File: src/rtl/nrts_pkg.sv
// Shared types, codes and byte classification for the nested region token scanner.
package nrts_pkg;

  localparam int STACK_DEPTH = 32;
  localparam int LEVEL_BITS  = $clog2(STACK_DEPTH + 1);
  localparam int LENGTH_BITS = 16;

  // item ops
  localparam logic [1:0] OP_BEGIN = 2'd0;
  localparam logic [1:0] OP_DATA  = 2'd1;
  localparam logic [1:0] OP_END   = 2'd2;

  // result status
  localparam logic [1:0] ST_NONE = 2'd0;
  localparam logic [1:0] ST_OK   = 2'd1;
  localparam logic [1:0] ST_OVER = 2'd2;

  // region codes held on the context stack
  localparam logic [2:0] RG_ACT    = 3'd0;
  localparam logic [2:0] RG_ACTPCT = 3'd1;
  localparam logic [2:0] RG_ATTR   = 3'd2;
  localparam logic [2:0] RG_TYPE   = 3'd3;
  localparam logic [2:0] RG_CMT    = 3'd4;
  localparam logic [2:0] RG_NCMT   = 3'd5;

  // token kinds
  localparam logic [2:0] K_HEADER  = 3'd0;
  localparam logic [2:0] K_TYPE    = 3'd1;
  localparam logic [2:0] K_ACTION  = 3'd2;
  localparam logic [2:0] K_ATTR    = 3'd3;
  localparam logic [2:0] K_GATTR   = 3'd4;
  localparam logic [2:0] K_POST    = 3'd5;
  localparam logic [2:0] K_CMT     = 3'd6;
  localparam logic [2:0] K_NCMT    = 3'd7;

  // leaf modes
  localparam logic [3:0] LM_NONE    = 4'd0;
  localparam logic [3:0] LM_PCT     = 4'd1;
  localparam logic [3:0] LM_PAREN   = 4'd2;
  localparam logic [3:0] LM_STAR    = 4'd3;
  localparam logic [3:0] LM_IDENT   = 4'd4;
  localparam logic [3:0] LM_SKIP1   = 4'd5;
  localparam logic [3:0] LM_STR     = 4'd6;
  localparam logic [3:0] LM_STR_ESC = 4'd7;
  localparam logic [3:0] LM_CH      = 4'd8;
  localparam logic [3:0] LM_CH_END  = 4'd9;
  localparam logic [3:0] LM_CH_BS   = 4'd10;
  localparam logic [3:0] LM_CH_DEC  = 4'd11;
  localparam logic [3:0] LM_CH_HEX  = 4'd12;
  localparam logic [3:0] LM_CH_OCT  = 4'd13;
  localparam logic [3:0] LM_CH_BSQ  = 4'd14;
  localparam logic [3:0] LM_CH_BSDQ = 4'd15;

  // stack actions
  localparam logic [1:0] ACT_NONE = 2'd0;
  localparam logic [1:0] ACT_PUSH = 2'd1;
  localparam logic [1:0] ACT_POP  = 2'd2;

  // bytes
  localparam logic [7:0] C_PCT    = 8'h25;
  localparam logic [7:0] C_LBRACE = 8'h7b;
  localparam logic [7:0] C_RBRACE = 8'h7d;
  localparam logic [7:0] C_STAR   = 8'h2a;
  localparam logic [7:0] C_SLASH  = 8'h2f;
  localparam logic [7:0] C_LPAREN = 8'h28;
  localparam logic [7:0] C_RPAREN = 8'h29;
  localparam logic [7:0] C_LT     = 8'h3c;
  localparam logic [7:0] C_GT     = 8'h3e;
  localparam logic [7:0] C_LBRACK = 8'h5b;
  localparam logic [7:0] C_RBRACK = 8'h5d;
  localparam logic [7:0] C_DQUOTE = 8'h22;
  localparam logic [7:0] C_SQUOTE = 8'h27;
  localparam logic [7:0] C_BSLASH = 8'h5c;
  localparam logic [7:0] C_MINUS  = 8'h2d;
  localparam logic [7:0] C_UNDER  = 8'h5f;
  localparam logic [7:0] C_SPACE  = 8'h20;
  localparam logic [7:0] C_ZERO   = 8'h30;
  localparam logic [7:0] C_SEVEN  = 8'h37;
  localparam logic [7:0] C_NINE   = 8'h39;
  localparam logic [7:0] C_LC_X   = 8'h78;
  localparam logic [7:0] C_LC_O   = 8'h6f;
  localparam logic [7:0] C_LC_N   = 8'h6e;
  localparam logic [7:0] C_LC_T   = 8'h74;
  localparam logic [7:0] C_LC_B   = 8'h62;
  localparam logic [7:0] C_LC_R   = 8'h72;

  typedef struct packed {
    logic [1:0] op;
    logic [7:0] allowed;
    logic [7:0] ch;
  } in_item_t;

  typedef struct packed {
    logic [1:0]  status;
    logic [2:0]  kind;
    logic [15:0] length;
    logic        last_included;
  } out_item_t;

  // stack control between scanner and cell row
  typedef struct packed {
    logic       push;
    logic       pop;
    logic [2:0] code;
  } stack_ctl_t;

  // outcome of one pass over the byte
  typedef struct packed {
    logic       ret;
    logic       tk;
    logic [1:0] act;
    logic [2:0] code;
    logic [3:0] leaf;
    logic [1:0] digit;
  } step_t;

  function automatic logic is_digit(input logic [7:0] c);
    return c >= C_ZERO && c <= C_NINE;
  endfunction

  function automatic logic is_alpha(input logic [7:0] c);
    return (c >= 8'h61 && c <= 8'h7a) || (c >= 8'h41 && c <= 8'h5a);
  endfunction

  function automatic logic is_hex(input logic [7:0] c);
    return is_digit(c) || (c >= 8'h61 && c <= 8'h66) || (c >= 8'h41 && c <= 8'h46);
  endfunction

  function automatic logic is_space(input logic [7:0] c);
    return c == C_SPACE || (c >= 8'd9 && c <= 8'd13);
  endfunction

  // byte seen with no leaf mode active; always taken
  function automatic step_t region_step(input logic [2:0] top, input logic [7:0] c);
    step_t r;
    r = '0;
    r.ret  = 1'b1;
    r.tk   = 1'b1;
    r.leaf = LM_NONE;
    case (top)
      RG_ACT, RG_ACTPCT: begin
        if (c == C_LBRACE) begin
          r.act = ACT_PUSH; r.code = RG_ACT;
        end else if (c == C_RBRACE) begin
          if (top == RG_ACT) r.act = ACT_POP;
        end else if (c == C_PCT) r.leaf = LM_PCT;
        else if (c == C_DQUOTE) r.leaf = LM_STR;
        else if (c == C_SQUOTE) r.leaf = LM_CH;
        else if (c == C_LPAREN) r.leaf = LM_PAREN;
      end
      RG_TYPE: begin
        if (c == C_LPAREN) r.leaf = LM_PAREN;
        else if (c == C_GT) r.act = ACT_POP;
        else if (c == C_MINUS || c == C_LBRACK) r.leaf = LM_SKIP1;
      end
      RG_ATTR: begin
        if (c == C_LBRACK) begin
          r.act = ACT_PUSH; r.code = RG_ATTR;
        end else if (c == C_RBRACK) r.act = ACT_POP;
        else if (c == C_DQUOTE) r.leaf = LM_STR;
        else if (c == C_SQUOTE) r.leaf = LM_CH;
      end
      RG_CMT, RG_NCMT: begin
        if (top == RG_NCMT && c == C_LPAREN) r.leaf = LM_PAREN;
        else if (c == C_STAR) r.leaf = LM_STAR;
        else if (c == C_SQUOTE) r.leaf = LM_CH;
        else if (c == C_DQUOTE) r.leaf = LM_STR;
        else if (is_alpha(c) || c == C_UNDER) r.leaf = LM_IDENT;
      end
      default: ;
    endcase
    return r;
  endfunction

  // one pass of the leaf machine; ret low means the byte is looked at again
  function automatic step_t leaf_step(input logic [3:0] leaf, input logic [1:0] digit,
                                      input logic [2:0] top, input logic [7:0] c);
    step_t r;
    logic  ok;
    logic  [1:0] need;
    r = '0;
    r.leaf  = leaf;
    r.digit = digit;
    ok   = 1'b0;
    need = 2'd2;
    case (leaf)
      LM_NONE: r = region_step(top, c);
      LM_PCT: begin
        r.leaf = LM_NONE;
        if (top == RG_ACTPCT && c == C_RBRACE) begin
          r.ret = 1'b1; r.tk = 1'b1; r.act = ACT_POP;
        end
      end
      LM_PAREN: begin
        r.leaf = LM_NONE;
        if (c == C_STAR) begin
          r.ret = 1'b1; r.tk = 1'b1; r.act = ACT_PUSH; r.code = RG_NCMT;
        end
      end
      LM_STAR: begin
        r.leaf = LM_NONE;
        if (c == ((top == RG_CMT) ? C_SLASH : C_RPAREN)) begin
          r.ret = 1'b1; r.tk = 1'b1; r.act = ACT_POP;
        end
      end
      LM_IDENT: begin
        if (is_alpha(c) || is_digit(c) || c == C_UNDER || c == C_SQUOTE) begin
          r.ret = 1'b1; r.tk = 1'b1;
        end else r.leaf = LM_NONE;
      end
      LM_SKIP1: begin
        r.ret = 1'b1; r.tk = 1'b1; r.leaf = LM_NONE;
      end
      LM_STR: begin
        r.ret = 1'b1; r.tk = 1'b1;
        if (c == C_BSLASH) r.leaf = LM_STR_ESC;
        else if (c == C_DQUOTE) r.leaf = LM_NONE;
      end
      LM_STR_ESC: begin
        r.ret = 1'b1; r.tk = 1'b1; r.leaf = LM_STR;
      end
      LM_CH: begin
        r.ret = 1'b1; r.tk = 1'b1;
        if (c == C_BSLASH) r.leaf = LM_CH_BS;
        else if (c == C_SQUOTE) r.leaf = LM_NONE;
        else r.leaf = LM_CH_END;
      end
      LM_CH_END: begin
        r.leaf = LM_NONE;
        if (c == C_SQUOTE) begin
          r.ret = 1'b1; r.tk = 1'b1;
        end
      end
      LM_CH_BS: begin
        r.digit = 2'd0;
        r.ret   = 1'b1;
        r.tk    = 1'b1;
        if (is_digit(c)) r.leaf = LM_CH_DEC;
        else if (c == C_LC_X) r.leaf = LM_CH_HEX;
        else if (c == C_LC_O) r.leaf = LM_CH_OCT;
        else if (c == C_SQUOTE) r.leaf = LM_CH_BSQ;
        else if (c == C_DQUOTE) r.leaf = LM_CH_BSDQ;
        else if (c == C_BSLASH || c == C_LC_N || c == C_LC_T || c == C_LC_B ||
                 c == C_LC_R || c == C_SPACE) r.leaf = LM_CH_END;
        else begin
          r.ret = 1'b0; r.tk = 1'b0; r.leaf = LM_NONE;
        end
      end
      LM_CH_DEC, LM_CH_HEX, LM_CH_OCT: begin
        if (leaf == LM_CH_DEC) ok = is_digit(c);
        else if (leaf == LM_CH_HEX) ok = is_hex(c);
        else begin
          ok = c >= C_ZERO && c <= C_SEVEN; need = 2'd3;
        end
        if (!ok) begin
          r.leaf = LM_NONE; r.digit = 2'd0;
        end else begin
          r.ret = 1'b1; r.tk = 1'b1;
          if ({1'b0, digit} + 3'd1 >= {1'b0, need}) begin
            r.leaf = LM_CH_END; r.digit = 2'd0;
          end else r.digit = digit + 2'd1;
        end
      end
      LM_CH_BSQ: begin
        if (c == C_SQUOTE) begin
          r.ret = 1'b1; r.tk = 1'b1; r.leaf = LM_NONE;
        end else r.leaf = LM_CH;
      end
      LM_CH_BSDQ: begin
        if (c == C_SQUOTE) begin
          r.ret = 1'b1; r.tk = 1'b1; r.leaf = LM_NONE;
        end else r.leaf = LM_STR;
      end
      default: r.leaf = LM_NONE;
    endcase
    return r;
  endfunction

  // up to four passes over one byte
  function automatic step_t body_step(input logic [3:0] leaf, input logic [1:0] digit,
                                      input logic [2:0] top, input logic [7:0] c);
    step_t r;
    r = '0;
    r.leaf  = leaf;
    r.digit = digit;
    for (int it = 0; it < 4; it++) begin
      if (!r.ret) r = leaf_step(r.leaf, r.digit, top, c);
    end
    return r;
  endfunction

endpackage

File: src/rtl/nrts_if.sv
// Valid/ready channel interfaces for scanner items and results.
interface nrts_in_if (input logic clk);
  logic              valid;
  logic              ready;
  nrts_pkg::in_item_t data;
  modport source (output valid, output data, input ready);
  modport sink (input valid, input data, output ready);
endinterface

interface nrts_out_if (input logic clk);
  logic               valid;
  logic               ready;
  nrts_pkg::out_item_t data;
  modport source (output valid, output data, input ready);
  modport sink (input valid, input data, output ready);
endinterface

File: src/rtl/nrts_cell.sv
// One entry of the context stack; shifts down on push, up on pop.
module nrts_cell (
  input  logic       clk,
  input  logic       push,
  input  logic       pop,
  input  logic [2:0] from_above,
  input  logic [2:0] from_below,
  output logic [2:0] q
);

  always_ff @(posedge clk) begin
    if (push) q <= from_above;
    else if (pop) q <= from_below;
  end

endmodule

File: src/rtl/nrts_stack.sv
// Context stack as a row of shifting cells; the top sits in cell zero.
module nrts_stack (
  input  logic                 clk,
  input  nrts_pkg::stack_ctl_t ctl,
  output logic [2:0]           top
);

  logic [2:0] q [nrts_pkg::STACK_DEPTH];

  for (genvar i = 0; i < nrts_pkg::STACK_DEPTH; i++) begin : g_cell
    logic [2:0] above;
    logic [2:0] below;
    if (i == 0) begin : g_first
      assign above = ctl.code;
    end else begin : g_mid
      assign above = q[i-1];
    end
    if (i == nrts_pkg::STACK_DEPTH - 1) begin : g_last
      assign below = q[i];
    end else begin : g_inner
      assign below = q[i+1];
    end
    nrts_cell u_cell (
      .clk        (clk),
      .push       (ctl.push),
      .pop        (ctl.pop),
      .from_above (above),
      .from_below (below),
      .q          (q[i])
    );
  end

  assign top = q[0];

endmodule

File: src/rtl/nested_region_token_scanner.sv
// Top level of the nested region token scanner: opener decode, leaf modes, stack, result buffer.
//
//  channel | dir | payload                               | transfer when
//  req     | in  | op, allowed, ch                       | req.valid && req.ready
//  rsp     | out | status, kind, length, last_included   | rsp.valid && rsp.ready
//
// One item per clock while req.ready is high. A token's result goes to the
// output register, or to the skid stage on a stall. The leaf-mode chain (up to
// four re-examinations of a byte) feeds the stack row, which shifts one place
// per push or pop. Synchronous reset clears control; stack cells hold no reset.
// req.ready only drops while both the output register and skid stage are full.
module nested_region_token_scanner (
  input  logic               clk,
  input  logic               rst,
  nrts_in_if.sink            req,
  nrts_out_if.source         rsp
);

  localparam logic [2:0] PH_IDLE     = 3'd0;
  localparam logic [2:0] PH_SKIPWS   = 3'd1;
  localparam logic [2:0] PH_PERCENT  = 3'd2;
  localparam logic [2:0] PH_SLASH    = 3'd3;
  localparam logic [2:0] PH_LPAREN   = 3'd4;
  localparam logic [2:0] PH_BODY     = 3'd5;
  localparam logic [2:0] PH_POSTLUDE = 3'd6;

  localparam int LB = nrts_pkg::LEVEL_BITS;
  localparam int NB = nrts_pkg::LENGTH_BITS;
  localparam logic [LB-1:0] DEPTH = LB'(nrts_pkg::STACK_DEPTH);

  logic [2:0]    phase, phase_next;
  logic [7:0]    allowed_mask, allowed_mask_next;
  logic [2:0]    token_kind, token_kind_next;
  logic [LB-1:0] stack_level, stack_level_next;
  logic [3:0]    leaf_mode, leaf_mode_next;
  logic [1:0]    digit_count, digit_count_next;
  logic [NB-1:0] token_length, token_length_next;

  logic [2:0]          top;
  nrts_pkg::stack_ctl_t sctl;
  nrts_pkg::step_t     st;
  nrts_pkg::in_item_t  it;

  logic                res_v;
  nrts_pkg::out_item_t res;
  logic                fin;
  logic [1:0]          fin_status;
  logic                fin_incl;
  logic                take;
  logic                acc;

  logic                out_valid, skid_valid;
  nrts_pkg::out_item_t out_item, skid_item;

  assign it  = req.data;
  assign req.ready = !skid_valid;
  assign acc = req.valid && req.ready;

  nrts_stack u_stack (
    .clk (clk),
    .ctl (sctl),
    .top (top)
  );

  assign st = nrts_pkg::body_step(leaf_mode, digit_count, top, it.ch);

  always_comb begin
    phase_next        = phase;
    allowed_mask_next = allowed_mask;
    token_kind_next   = token_kind;
    stack_level_next  = stack_level;
    leaf_mode_next    = leaf_mode;
    digit_count_next  = digit_count;
    token_length_next = token_length;
    sctl              = '0;
    fin               = 1'b0;
    fin_status        = nrts_pkg::ST_NONE;
    fin_incl          = 1'b0;
    take              = 1'b0;

    if (acc) begin
      case (it.op)
        nrts_pkg::OP_BEGIN: begin
          allowed_mask_next = it.allowed;
          phase_next        = PH_SKIPWS;
          token_kind_next   = nrts_pkg::K_HEADER;
          stack_level_next  = '0;
          leaf_mode_next    = nrts_pkg::LM_NONE;
          digit_count_next  = 2'd0;
          token_length_next = '0;
        end
        nrts_pkg::OP_END: begin
          if (phase != PH_IDLE) begin
            fin        = 1'b1;
            fin_status = (phase == PH_BODY || phase == PH_POSTLUDE) ?
                         nrts_pkg::ST_OK : nrts_pkg::ST_NONE;
          end
        end
        nrts_pkg::OP_DATA: begin
          // opener decode: sctl.code set where a region starts
          unique case (phase)
            PH_IDLE: ;
            PH_SKIPWS: begin
              if (nrts_pkg::is_space(it.ch)) begin
              end else if (it.ch == nrts_pkg::C_PCT) begin
                take = 1'b1; phase_next = PH_PERCENT;
              end else if (it.ch == nrts_pkg::C_SLASH) begin
                take = 1'b1; phase_next = PH_SLASH;
              end else if (it.ch == nrts_pkg::C_LPAREN && allowed_mask[7]) begin
                take = 1'b1; token_kind_next = nrts_pkg::K_NCMT; phase_next = PH_LPAREN;
              end else if (it.ch == nrts_pkg::C_LT && allowed_mask[1]) begin
                take = 1'b1; token_kind_next = nrts_pkg::K_TYPE;
                sctl.push = 1'b1; sctl.code = nrts_pkg::RG_TYPE;
              end else if (it.ch == nrts_pkg::C_LBRACE && allowed_mask[2]) begin
                take = 1'b1; token_kind_next = nrts_pkg::K_ACTION;
                sctl.push = 1'b1; sctl.code = nrts_pkg::RG_ACT;
              end else if (it.ch == nrts_pkg::C_LBRACK && allowed_mask[3]) begin
                take = 1'b1; token_kind_next = nrts_pkg::K_ATTR;
                sctl.push = 1'b1; sctl.code = nrts_pkg::RG_ATTR;
              end else fin = 1'b1;
            end
            PH_PERCENT: begin
              if (it.ch == nrts_pkg::C_LBRACE && allowed_mask[0]) begin
                take = 1'b1; token_kind_next = nrts_pkg::K_HEADER;
                sctl.push = 1'b1; sctl.code = nrts_pkg::RG_ACTPCT;
              end else if (it.ch == nrts_pkg::C_LBRACK && allowed_mask[4]) begin
                take = 1'b1; token_kind_next = nrts_pkg::K_GATTR;
                sctl.push = 1'b1; sctl.code = nrts_pkg::RG_ATTR;
              end else if (it.ch == nrts_pkg::C_PCT && allowed_mask[5]) begin
                take = 1'b1; token_kind_next = nrts_pkg::K_POST; phase_next = PH_POSTLUDE;
              end else fin = 1'b1;
            end
            PH_SLASH: begin
              if (it.ch == nrts_pkg::C_STAR && allowed_mask[6]) begin
                take = 1'b1; token_kind_next = nrts_pkg::K_CMT;
                sctl.push = 1'b1; sctl.code = nrts_pkg::RG_CMT;
              end else fin = 1'b1;
            end
            PH_LPAREN: begin
              if (it.ch == nrts_pkg::C_STAR) begin
                take = 1'b1; token_kind_next = nrts_pkg::K_NCMT;
                sctl.push = 1'b1; sctl.code = nrts_pkg::RG_NCMT;
              end else fin = 1'b1;
            end
            PH_POSTLUDE: take = 1'b1;
            PH_BODY: begin
              take             = st.tk;
              leaf_mode_next   = st.leaf;
              digit_count_next = st.digit;
              if (st.act == nrts_pkg::ACT_PUSH) begin
                sctl.push = 1'b1; sctl.code = st.code;
              end else if (st.act == nrts_pkg::ACT_POP) begin
                sctl.pop = 1'b1;
                if (stack_level != '0) stack_level_next = stack_level - LB'(1);
                if (stack_level <= LB'(1)) begin
                  fin = 1'b1; fin_status = nrts_pkg::ST_OK; fin_incl = 1'b1;
                end
              end
            end
            default: phase_next = PH_IDLE;
          endcase
          // a push opens a region, or overflows when the row is full
          if (sctl.push) begin
            phase_next = PH_BODY;
            if (stack_level >= DEPTH) begin
              sctl.push = 1'b0;
              fin = 1'b1; fin_status = nrts_pkg::ST_OVER; fin_incl = 1'b1;
            end else stack_level_next = stack_level + LB'(1);
          end
        end
        default: ;
      endcase
    end

    if (take && token_length != '1) token_length_next = token_length + NB'(1);

    res_v = fin;
    res.status        = fin_status;
    res.kind          = (fin_status != nrts_pkg::ST_NONE) ? token_kind_next : 3'd0;
    res.length        = (fin_status != nrts_pkg::ST_NONE) ? 16'(token_length_next) : 16'd0;
    res.last_included = (fin_status != nrts_pkg::ST_NONE) ? fin_incl : 1'b0;
    if (fin) begin
      phase_next       = PH_IDLE;
      leaf_mode_next   = nrts_pkg::LM_NONE;
      stack_level_next = '0;
    end
  end

  always_ff @(posedge clk) begin
    if (rst) begin
      phase        <= PH_IDLE;
      allowed_mask <= '0;
      token_kind   <= '0;
      stack_level  <= '0;
      leaf_mode    <= nrts_pkg::LM_NONE;
      digit_count  <= '0;
      token_length <= '0;
    end else begin
      phase        <= phase_next;
      allowed_mask <= allowed_mask_next;
      token_kind   <= token_kind_next;
      stack_level  <= stack_level_next;
      leaf_mode    <= leaf_mode_next;
      digit_count  <= digit_count_next;
      token_length <= token_length_next;
    end
  end

  // output register with skid stage behind it
  always_ff @(posedge clk) begin
    if (rst) begin
      out_valid  <= 1'b0;
      skid_valid <= 1'b0;
    end else if (!out_valid || rsp.ready) begin
      if (skid_valid) begin
        out_valid  <= 1'b1;
        skid_valid <= 1'b0;
      end else out_valid <= res_v;
    end else if (res_v) skid_valid <= 1'b1;
  end

  always_ff @(posedge clk) begin
    if (!out_valid || rsp.ready) begin
      if (skid_valid) out_item <= skid_item;
      else if (res_v) out_item <= res;
    end else if (res_v) skid_item <= res;
  end

  assign rsp.valid = out_valid;
  assign rsp.data  = out_item;

  a_skid_behind_out: assert property (@(posedge clk) disable iff (rst)
    skid_valid |-> out_valid) else $error("skid holds a result with output empty");

  a_level_bound: assert property (@(posedge clk) disable iff (rst)
    stack_level <= DEPTH) else $error("stack level beyond depth");

  a_idle_clean: assert property (@(posedge clk) disable iff (rst)
    phase == PH_IDLE |-> stack_level == '0 && leaf_mode == nrts_pkg::LM_NONE)
    else $error("idle with open regions or leaf mode");

  a_none_zero: assert property (@(posedge clk) disable iff (rst)
    out_valid && out_item.status == nrts_pkg::ST_NONE |->
      out_item.kind == 3'd0 && out_item.length == 16'd0 && !out_item.last_included)
    else $error("no-token result carries data");

  a_stall_hold: assert property (@(posedge clk) disable iff (rst)
    out_valid && !rsp.ready |=> out_valid && $stable(out_item))
    else $error("stalled result changed");

endmodule
File: src/flat_wrapper.sv
// flat-port wrapper written by rule: the top's interface ports become plain ports
module nested_region_token_scanner_flat 
  (clk, rst, req_valid, req_data, req_ready, rsp_valid, rsp_data, rsp_ready);
  nrts_in_if req_i (.clk(clk));
  nrts_out_if rsp_i (.clk(clk));
  input  logic clk;
  input  logic rst;
  input wire logic [$bits(req_i.valid)-1:0] req_valid;
  input wire logic [$bits(req_i.data)-1:0] req_data;
  output wire logic [$bits(req_i.ready)-1:0] req_ready;
  output wire logic [$bits(rsp_i.valid)-1:0] rsp_valid;
  output wire logic [$bits(rsp_i.data)-1:0] rsp_data;
  input wire logic [$bits(rsp_i.ready)-1:0] rsp_ready;
  assign req_i.valid = req_valid;
  assign req_i.data = req_data;
  assign req_ready = req_i.ready;
  assign rsp_valid = rsp_i.valid;
  assign rsp_data = rsp_i.data;
  assign rsp_i.ready = rsp_ready;
  nested_region_token_scanner u_core (.clk(clk), .rst(rst), .req(req_i), .rsp(rsp_i));
endmodule
File: config.mk
export PLATFORM = sky130hd
export DESIGN_NAME = nested_region_token_scanner_flat
export DESIGN_NICKNAME = d
export VERILOG_FILES = /design/src/rtl/nrts_pkg.sv /design/src/rtl/nrts_if.sv /design/src/rtl/nrts_cell.sv /design/src/rtl/nrts_stack.sv /design/src/rtl/nested_region_token_scanner.sv /design/src/flat_wrapper.sv
export SDC_FILE = /design/constraint.sdc
export NUM_CORES = 1
export LEC_CHECK = 0
export ABC_AREA = 1
export BUFFER_PORTS_ARGS = -buffer_cell sky130_fd_sc_hd__buf_2
export CORE_MARGIN = 2
export CORE_UTILIZATION = 25
export CTS_CLUSTER_SIZE = 12
export DETAILED_ROUTE_END_ITERATION = 8
export SLEW_MARGIN = 20
export SYNTH_ARGS = -nofsm -noshare
export SYNTH_HDL_FRONTEND = slang
export SYNTH_SLANG_ARGS = --single-unit
File: constraint.sdc
create_clock -name clk -period 13.1 [get_ports clk]
set_clock_uncertainty 0.15 [all_clocks]
set_input_delay 2.62 -clock clk [delete_from_list [all_inputs] [get_ports clk]]
set_output_delay 2.62 -clock clk [all_outputs]
set_load 0.02 [all_outputs]
==> run_results.csv, run 1 <==
group,metric,value,unit
clock_network,cts_hold_buf,0,
grt,grt_pass1_wl,42600,µm
timing,tightest_slew,1.02,ns
flow_run,cap_violations,0,
hold_path,hold_path_class,"reg2reg",
clock_network,root_buffer,"clkbuf_16",
logic_synthesis,synthArstFlopShare,0,%
drt,drt_first_pass_iters,5,
place,post-place-ws,6.25,ns
final_layout,design_area,0.0117,mm²
critical_path,r2r-start,"u_core.leaf_mode[1]",
place,gp_congestion,0.891,
logic_synthesis,synth_seq_cells,184,
floorplan,die_height,208,µm
logic_synthesis,yosysWarnings,0,
logic_synthesis,synth.avg_cell_area,7.69,µm²
final_layout,final_nets,1418,
critical_path,crit_path_start_kind,"input pin",
power,powerDensity,100,mW/mm²
floorplan,io_pins,46,
grt,antenna_found_initial,0,
clock_network,cts_tree,"done",
clock_network,postCtsSetupBuffers,0,
logic_synthesis,synth_nets,1393,
logic_synthesis,synth_edf_count,140,
drt,routed_wl,25500,µm
floorplan,rows,74,
outcome,outcome,"complete, no violations",
grt,track_usage,11.8,%
hold_path,hold_path_depth,0,
logic_synthesis,synth_compound_area_share,10.1,%
place,dp_hpwl,18200,µm
grt,grt_pass1_vias,8508,
grt,grt_max_degree,92,
logic_synthesis,synth_fa_ha_area_share,1.68,%
logic_synthesis,synth_xor_area_share,1.26,%
drt,ant_nets,0,
final_layout,mostFrequentLayoutCells,"nand2_1, inv_1, edfxtp_1, nor2_1, o21ai_0",
place,place_area,0.0112,mm²
critical_path,crit_fanout,81,
critical_path,worstPathArrival,6.34,ns
timing,hold_viol_final,0,
floorplan,dieArea,0.0434,mm²
clock_network,cts_made_buffers,17,
logic_synthesis,synthMuxAreaShare,0,%
clock_network,htree_levels,4,
timing,drv_slew,0,
drt,post_drt_wl_per_cell,13.2,µm
critical_path,worstSetupPathType,"in2reg",
final_layout,antenna_cells,0,
drt,drc_errors,0,
logic_synthesis,ys.flop_type,"edfxtp_1",
final_layout,drive_above_1_share,9.32,%
critical_path,r2r_end,"u_core.u_stack.g_cell[27].u_cell.q[2]",
power,ir_drop,0.0762,mV
grt,grt_overflow,0,
critical_path,worstRegToRegCells,22,
critical_path,cp.required,13.00,ns
power,p_leak,4.63,nW
timing,rsz0062_at_grt,"no",
drt,via_per_inst,4.61,
floorplan,core_area,0.0410,mm²
hold_path,min_from,"u_core.u_stack.g_cell[30].u_cell.q[0]",
clock_network,cts_num_sinks,184,
clock_network,cts_buffer_depth,2,
timing,fmax,0.155,GHz
logic_synthesis,ys_types,51,
final_layout,fillers,4373,
logic_synthesis,syn_inst,1357,
logic_synthesis,ys_seq_area_share,48.7,%
critical_path,r2r_slack,8.37,ns
drt,dr_total_vias,8879,
place,port_buffers,45,
timing,setup_tns,0,ns
logic_synthesis,synth_top_family_by_area,"simple AND/OR/NAND/NOR gates",
final_layout,final_common_cell,"nand2_1",
logic_synthesis,synthSimpleGateAreaFrac,29.8,%
timing,setup_viol,0,
clock_network,clk_latency,0.43,ns
hold_path,hold_end,"u_core.u_stack.g_cell[31].u_cell.q[0]",
final_layout,area_delta_synth_final,12.4,%
drt,drt-initial-drc-count,702,
timing,post-route-period-util,49.2,%
timing,relSlewSlack,31.9,%
clock_network,clk_pin_slew,0.07,ns
clock_network,cts-resized-gates,0,
logic_synthesis,netlist_area,0.0104,mm²
floorplan,die_w,208,µm
timing,worst_slack,6.65,ns
timing,layout_min_cycle_time,6.45,ns
critical_path,endpoint_kind,"register",
floorplan,start_util,25.5,%
report_power, final:
group / switching (mW) / internal [mW] / total (mW)
clock: 0.231 / 0.274 / 0.506
combinational: 0.0344 / 0.0133 / 0.0476
sequential: 0.00186 / 0.622 / 0.623
total: 0.268 / 0.909 / 1.18
cell usage after synthesis (5+ instances only):
library cell	count	share of area, %
nand2_1	447	16
nor2_1	136	4.9
o21ai_0	86	4.1
o21ai_1	18	0.86
ha_1	14	1.7
o211ai_1	7	0.50
clkbuf_1	22	0.79
a31oi_1	10	0.60
inv_1	163	5.9
inv_2	11	0.40
nor3_1	17	0.81
buf_2	13	0.62
dfxtp_1	44	8.4
xor2_1	14	1.2
nand3_1	82	3.9
nand4_1	17	1.0
a21oi_1	43	2.1
o22ai_1	5	0.30
nand2_2	7	0.42
edfxtp_1	140	40
nor2_2	10	0.60
layout make-up:
cell class / instances / area (µm²) / area share, %
inverters: 174 / 653 / 5.56
clock buffers: 22 / 497 / 4.23
well taps: 532 / 666 / 5.67
repair buffers: 51 / 270 / 2.30
flip-flops and latches: 184 / 5080 / 43.3
clock inverters: 10 / 82.6 / 0.703
multi-input cells: 954 / 4490 / 38.2
sequential cells by signal, summed over array words and instances (netlist names):
name	flops
u_core.u_stack.g_cell.u_cell.q	96
u_core.rsp.data	22
u_core.skid_item	22
u_core.token_length	16
u_core.allowed_mask	8
u_core.stack_level	6
u_core.leaf_mode	4
u_core.phase	3
u_core.token_kind	3
u_core.digit_count	2
u_core.rsp.valid	1
u_core.skid_valid	1
logic make-up (layout without fill, tap and decap cells):
family,Yosys count,in the layout
buffers and inverters,219,257
AND/OR/NAND/NOR,736,736
XOR/XNOR,15,15
adder cells (fa/ha/maj),14,14
AO/OA/AOI/OAI,189,189
flip-flops,184,184
worst max path at each step:
stage	start	end	cells past startpoint
floorplan	req_data[2]	u_core.u_stack.g_cell[0].u_cell.q[0]	16
global placement	req_data[2]	u_core.u_stack.g_cell[26].u_cell.q[1]	19
detailed placement	req_data[1]	u_core.u_stack.g_cell[29].u_cell.q[0]	18
CTS	req_data[1]	u_core.u_stack.g_cell[21].u_cell.q[1]	18
global route	req_data[7]	u_core.u_stack.g_cell[25].u_cell.q[2]	19
finish	req_data[7]	u_core.u_stack.g_cell[27].u_cell.q[2]	21
critical path: stages:
cell and delay, ns:
buf_2 0.14, inv_1 0.09, nand2_1 0.12, nor2_1 0.27, nand2_1 0.09, nand2_1 0.08
nand2_1 0.04, nand2_1 0.07, nand3_2 0.13, nand2_2 0.16, nand3_1 0.10, nand2_1 0.19
nand2_4 0.10, nor2_8 0.19, nand3_2 0.07, nand2_1 0.12, nand2_2 0.08, nand3_4 0.13
nand3_4 0.31, o21ai_4 0.31, buf_4 0.82
routing by layer:
| layer | share of wire (%) | global-route usage, % |
|---|---|---|
| met1 | 47 | 15.5 |
| met2 | 47 | 19.7 |
| met3 | 4.3 | 2.17 |
| met4 | 1.9 | 3.55 |
| met5 | 0 | 0 |
per-stage QoR:
stage	cells	hold slack [ns]	total power, mW	util, %
finish	1927	0.303	1.18	28.6
global route	1927	0.313	1.22	28.6
CTS	1927	0.303	1.19	28.6
detailed placement	1895	0.285	0.684	27.2
global placement	1895	0.286	0.684	27.2
floorplan	1357	0.277	0.668	-
No activity file was read; power rests on OpenSTA's default activity.
==> inputs of run 2 (changes only) <==
clock period = 6.5 ns   (was 13.1 ns; I/O delays follow)
==> run 2 against run 1 <==
  * Sequential share of layout area decreased by 0.092 points
  * Die area is the same
  * Hold slack improved by 0.023 ns
  * Utilization grew 0.061 points
  * Routed wire length shrank 2.0%
  * Combinational power increased by 100%
  * Total power rose by 100%
  * Design area rose by 0.21%
  * Worst setup slack got worse by 4.9 ns
  * Global-route usage fell by 0.17 points
  * Clock power is 100% higher
==> run_results.csv, run 2 (synthesis results as in run 1) <==
group,metric,value,unit
floorplan,core_area,0.0410,mm²
final_layout,top_register,"u_core.u_stack.g_cell.u_cell.q",
drt,met3_length,1120,µm
power,p_leak,4.65,nW
clock_network,cts_hold_buf,0,
clock_network,postCtsSetupBuffers,0,
critical_path,critPathTopFamily,"simple AND/OR/NAND/NOR gates",
power,ir_drop,0.167,mV
drt,routed_wl,25000,µm
final_layout,fillers,4420,
critical_path,crit_buf_inv,4,
drt,post_drt_wl_per_cell,13.0,µm
grt,track_usage,11.7,%
clock_network,cts_tree,"done",
timing,post-route-period-util,73.5,%
critical_path,crit_fanout,38,
grt,grt_pass1_wl,41700,µm
final_layout,drive_above_1_share,9.60,%
floorplan,rows,74,
drt,met2WireLength,11000,µm
clock_network,htree_levels,4,
place,dp_hpwl,18300,µm
critical_path,path_cells,"buf_2, inv_2, nand2_2, nor2_1, nand2_1, nand3_1, o21ai_1, a21boi_1, nand3_1, nand2_2, nand2_4, nor2_8, nand3_2, nand2_1, nand2_2, nand3_4, nand3_4, inv_2, buf_4, o21ai_0",
timing,tightest_slew,1.03,ns
clock_network,cts_num_sinks,184,
floorplan,io_pins,46,
clock_network,clk_latency,0.44,ns
drt,drc_errors,0,
place,port_buffers,45,
critical_path,cp.required,6.52,ns
timing,rsz0062_at_grt,"no",
final_layout,area_delta_synth_final,12.7,%
grt,grt_max_degree,67,
timing,fmax,0.209,GHz
clock_network,cts_buffer_depth,2,
clock_network,cts-resized-gates,0,
critical_path,path_common_cell,"nand2_2",
final_layout,final_nets,1419,
critical_path,worstSetupPathType,"in2reg",
drt,drt_first_pass_iters,5,
final_layout,largest_reg_flops,96,
floorplan,die_w,208,µm
final_layout,antenna_cells,0,
floorplan,die_height,208,µm
drt,m1WireLength,12300,µm
clock_network,clk_pin_slew,0.07,ns
timing,hold_viol_final,0,
drt,drt-initial-drc-count,785,
final_layout,multi_input_area,0.00449,mm²
critical_path,crit_path_start_kind,"input pin",
flow_run,cap_violations,0,
clock_network,cts_made_buffers,17,
timing,setup_viol,0,
grt,grt_pass1_vias,8280,
final_layout,final_common_cell,"nand2_1",
drt,topRoutingLayerUsed,"met4",
drt,via_per_inst,4.54,
timing,drv_slew,0,
final_layout,regArea,0.00508,mm²
final_layout,mostFrequentLayoutCells,"nand2_1, inv_1, edfxtp_1, nor2_1, o21ai_0",
critical_path,slowest_stage,"inv_2",
critical_path,worstPathArrival,4.80,ns
place,dp_cells,1896,
timing,relSlewSlack,31.5,%
final_layout,final_cells,1928,
critical_path,endpoint_kind,"register",
floorplan,dieArea,0.0434,mm²
final_layout,design_area,0.0118,mm²
critical_path,critPathMaxStageDelay,0.44,ns
place,place_area,0.0112,mm²
grt,grt_overflow,0,
timing,layout_min_cycle_time,4.78,ns
drt,dr_total_vias,8749,
floorplan,start_util,25.5,%
grt,antenna_found_initial,0,
drt,ant_nets,0,
power,powerDensity,201,mW/mm²
hold_path,hold_path_class,"reg2reg",
timing,setup_tns,0,ns
clock_network,root_buffer,"clkbuf_16",
place,gp_congestion,0.910,
outcome,outcome,"complete, no violations",
## run 2: through the flow
step                hold slack, ns  utilization (%)  worst slack, ns  power, mW
global route                 0.341             28.7             1.34       2.44
detailed placement           0.291             27.3             1.27       1.38
finish                       0.326             28.7             1.72       2.36
global placement             0.302             27.3             1.29       1.38
CTS                          0.324             28.7             1.74       2.39
floorplan                    0.277                -            0.474       1.35
## run 2: report_power, final
part           internal (mW)  switching, mW  total, mW
sequential              1.25        0.00366       1.26
clock                  0.549          0.459       1.01
combinational         0.0262         0.0697     0.0958
## run 2: per-layer routing
layer	global-route usage (%)	vias to the layer above
met3	2.34	42
met5	0	-
met1	16.1	4017
met2	18.2	199
li1	-	4491
met4	3.80	0
## run 2: area by class of cell
class / count / share of cell area [%]
Clock buffer: 21 / 4.18
Clock inverter: 11 / 0.681
Multi-Input combinational cell: 954 / 38.1
Sequential cell: 184 / 43.2
Timing Repair Buffer: 52 / 2.57
Inverter: 174 / 5.55
Tap cell: 532 / 5.66
## run 2: path summary, 6_finish.rpt
| kind | startpoint | to | depth (start not counted) | slack, ns |
|---|---|---|---|---|
| worst min-delay path | u_core.u_stack.g_cell[30].u_cell.q[0] | u_core.u_stack.g_cell[31].u_cell.q[0] | 0 | 0.33 |
| worst max-delay path | req_data[2] | u_core.u_stack.g_cell[23].u_cell.q[2] | 20 | 1.72 |
| worst max register to register | u_core.leaf_mode[1] | u_core.u_stack.g_cell[23].u_cell.q[2] | 23 | 2.02 |
| worst min register to register | u_core.u_stack.g_cell[30].u_cell.q[0] | u_core.u_stack.g_cell[31].u_cell.q[0] | 0 | 0.33 |
## run 2: worst reg2reg max path, cell delays in order (launching register included)
cell	delay, ns
dfxtp_1	0.49
nand2_1	0.18
inv_1	0.10
nand2_1	0.06
inv_1	0.09
nor2_1	0.08
ha_1	0.27
inv_1	0.05
nand2_1	0.04
a21oi_1	0.25
nand2_1	0.08
nand3_1	0.10
nand3_1	0.08
nand2_1	0.15
nand2_2	0.14
nor2_8	0.18
nand3_2	0.08
nand2_1	0.13
nand2_2	0.08
nand3_4	0.14
nand3_4	0.35
inv_2	0.45
buf_4	0.37
o21ai_0	0.14
==> inputs of run 3 (changes only) <==
clock period = 4.2 ns   (was 6.5 ns; I/O delays follow)
==> run 3 against run 2 <==
  * Utilization increased by 1.1 points
  * Via count increased by 2.7%
  * Clock-buffer cell count decreased by 3
  * Sequential cell count unchanged
  * First-iteration DRC count decreased by 11%
  * Clock power increased by 56%
  * Total power increased by 56%
  * Final cell count increased by 1.5%
  * Design area increased by 3.8%
  * Register-to-register slack got worse by 1.6 ns
==> run_results.csv, run 3 (synthesis results as in run 1) <==
group,metric,value,unit
critical_path,cp.required,4.19,ns
grt,track_usage,11.9,%
drt,ant_nets,0,
floorplan,die_height,208,µm
final_layout,final_common_cell,"nand2_1",
final_layout,utilization,29.8,%
floorplan,dieArea,0.0434,mm²
clock_network,root_buffer,"clkbuf_16",
power,powerDensity,301,mW/mm²
clock_network,htree_levels,4,
timing,setup_viol,0,
drt,via_per_inst,4.59,
grt,grt_overflow,0,
power,p_sw,864,µW
drt,dr_total_vias,8985,
critical_path,crit_buf_inv,5,
clock_network,cts_buffer_depth,2,
power,pwr-share-clk,42.9,%
clock_network,cts_hold_buf,0,
grt,grt_pass1_vias,8491,
power,p_int,2.82,mW
place,dp_hpwl,18900,µm
timing,post-route-period-util,90.9,%
timing,drv_slew,0,
drt,post_drt_wl_per_cell,13.0,µm
timing,fmax,0.262,GHz
final_layout,mostFrequentLayoutCells,"nand2_1, inv_1, edfxtp_1, nor2_1, o21ai_0",
critical_path,worstSetupPathType,"in2reg",
floorplan,rows,74,
critical_path,path_cells,"buf_2, inv_1, nand2_1, nor2_2, nand2_1, inv_2, nand2_1, o211ai_1, or2_1, nand2_2, nand2_2, nor2_8, nand3_2, nand2_1, nand2_2, nand3_4, nand4_2, nand3_1, nand2_1, inv_1, buf_12",
drt,drt-initial-drc-count,695,
final_layout,drive_above_1_share,13.1,%
critical_path,critPathMaxStageDelay,0.27,ns
final_layout,top_register,"u_core.u_stack.g_cell.u_cell.q",
grt,antenna_found_initial,0,
critical_path,endpoint_kind,"register",
power,switching_share,23.5,%
hold_path,hold_path_class,"reg2reg",
place,port_buffers,45,
critical_path,crit_fanout,22,
timing,hold_viol_final,0,
final_layout,antenna_cells,0,
final_layout,regArea,0.00509,mm²
grt,grt_max_degree,63,
power,power.share.sequential,52.8,%
final_layout,multi_input_area,0.00461,mm²
critical_path,slowest_stage,"or2_1",
clock_network,cts_tree,"done",
hold_path,min_from,"u_core.u_stack.g_cell[30].u_cell.q[1]",
drt,drt_first_pass_iters,5,
critical_path,path_common_cell,"nand2_1",
clock_network,clk_pin_slew,0.07,ns
final_layout,final_nets,1448,
critical_path,worstPathArrival,3.80,ns
timing,hold_slack,0.312,ns
final_layout,area_delta_synth_final,17.0,%
floorplan,core_area,0.0410,mm²
final_layout,fillers,4373,
drt,routed_wl,25500,µm
critical_path,startpoint,"req_data[0]",
flow_run,cap_violations,0,
grt,grt_pass1_wl,42800,µm
power,combPwrFrac,4.3,%
outcome,outcome,"complete, no violations",
clock_network,cts_made_buffers,17,
hold_path,hold_path_depth,0,
floorplan,die_w,208,µm
place,gp_congestion,0.873,
final_layout,largest_reg_flops,96,
floorplan,start_util,25.5,%
timing,setup_tns,0,ns
critical_path,crit_path_start_kind,"input pin",
power,p_leak,4.83,nW
clock_network,cts_num_sinks,184,
critical_path,cp.depth,21,
drt,drc_errors,0,
floorplan,io_pins,46,
timing,rsz0062_at_grt,"no",
critical_path,r2r-start,"u_core.leaf_mode[1]",
power,ir_drop,0.277,mV
timing,relSlewSlack,32.5,%
critical_path,critPathTopFamily,"simple AND/OR/NAND/NOR gates",
clock_network,clk_latency,0.44,ns
timing,layout_min_cycle_time,3.82,ns
timing,tightest_slew,1.00,ns
critical_path,worstRegToRegCells,24,
-- run 3: cell types whose count changed in the layout (fill, tap and decap cells not counted), sizes merged --
cell / delta
clkbuf: -3
clkinvlp: +4
clkinv: +1
inv: -3
buf: +29
bufinv: +1
-- run 3: power by group through the flow --
| stage | registers (mW) | logic [mW] | clock network [mW] |
|---|---|---|---|
| 3_3_place_gp | 1.98 | 0.158 | 0 |
| 4_1_cts | 1.94 | 0.158 | 1.61 |
| 3_5_place_dp | 1.98 | 0.157 | 0 |
| 6_report | 1.94 | 0.158 | 1.58 |
| 2_1_floorplan | 1.99 | 0.111 | 0 |
| 5_1_grt | 1.94 | 0.176 | 1.69 |
-- run 3: area by class of cell --
type                       count  share of cell area (%)
sequential                   184                    41.6
multi-input combinational    954                    37.7
inverter                     174                    5.41
clock inverter                14                    1.18
clock buffer                  18                    3.51
tap                          532                    5.45
timing repair buffer          81                    5.08
-- run 3: timing repair --
| item | 4_1_cts | 5_1_grt |
|---|---|---|
| gates resized for setup | 0 | 4 |
| setup buffers | 0 | 0 |
| setup endpoints to repair | 0 | 207 |
-- run 3: worst paths after layout --
| kind | endpoint | slack, ns |
|---|---|---|
| max | u_core.rsp.data[9] | 0.38 |
| min reg2reg | u_core.u_stack.g_cell[31].u_cell.q[1] | 0.31 |
| min | u_core.u_stack.g_cell[31].u_cell.q[1] | 0.31 |
| max reg2reg | u_core.rsp.data[13] | 0.41 |
-- run 3: worst register-to-register path: stages (launching register included) --
cell	delay [ns]
dfxtp_1	0.42
nand2_1	0.15
inv_1	0.09
nand2_1	0.07
inv_1	0.13
nor2_2	0.07
ha_1	0.26
inv_1	0.05
nand2_1	0.05
a21oi_2	0.17
inv_1	0.08
nor2_1	0.09
nand3_1	0.14
nand3_1	0.12
nand2_2	0.14
nand2_4	0.15
nor2_8	0.05
nand3_2	0.05
nand2_1	0.10
nand2_2	0.10
nand3_4	0.11
nand4_2	0.19
nand2_1	0.15
inv_2	0.30
o21ai_1	0.14
-- run 3: layer usage --
metal  vias to the layer above  global-route usage, %  part of all wire [%]
met1                      4196                   16.4                    49
met2                       207                   19.4                    45
met3                        33                   1.96                   4.4
li1                       4549                      -                     -
met5                         -                      0                     0
met4                         0                   3.30                   1.6
-- run 3: per-stage QoR --
stage	area (µm²)	std cells	total power, mW	setup WS (ns)
after floorplan	10600	1357	2.10	-0.329
after global placement	11600	1925	2.14	-0.0404
after detailed placement	11600	1925	2.14	-0.0198
after CTS	12200	1957	3.71	0.215
after global routing	12200	1957	3.81	0.0231
final	12200	1957	3.68	0.384
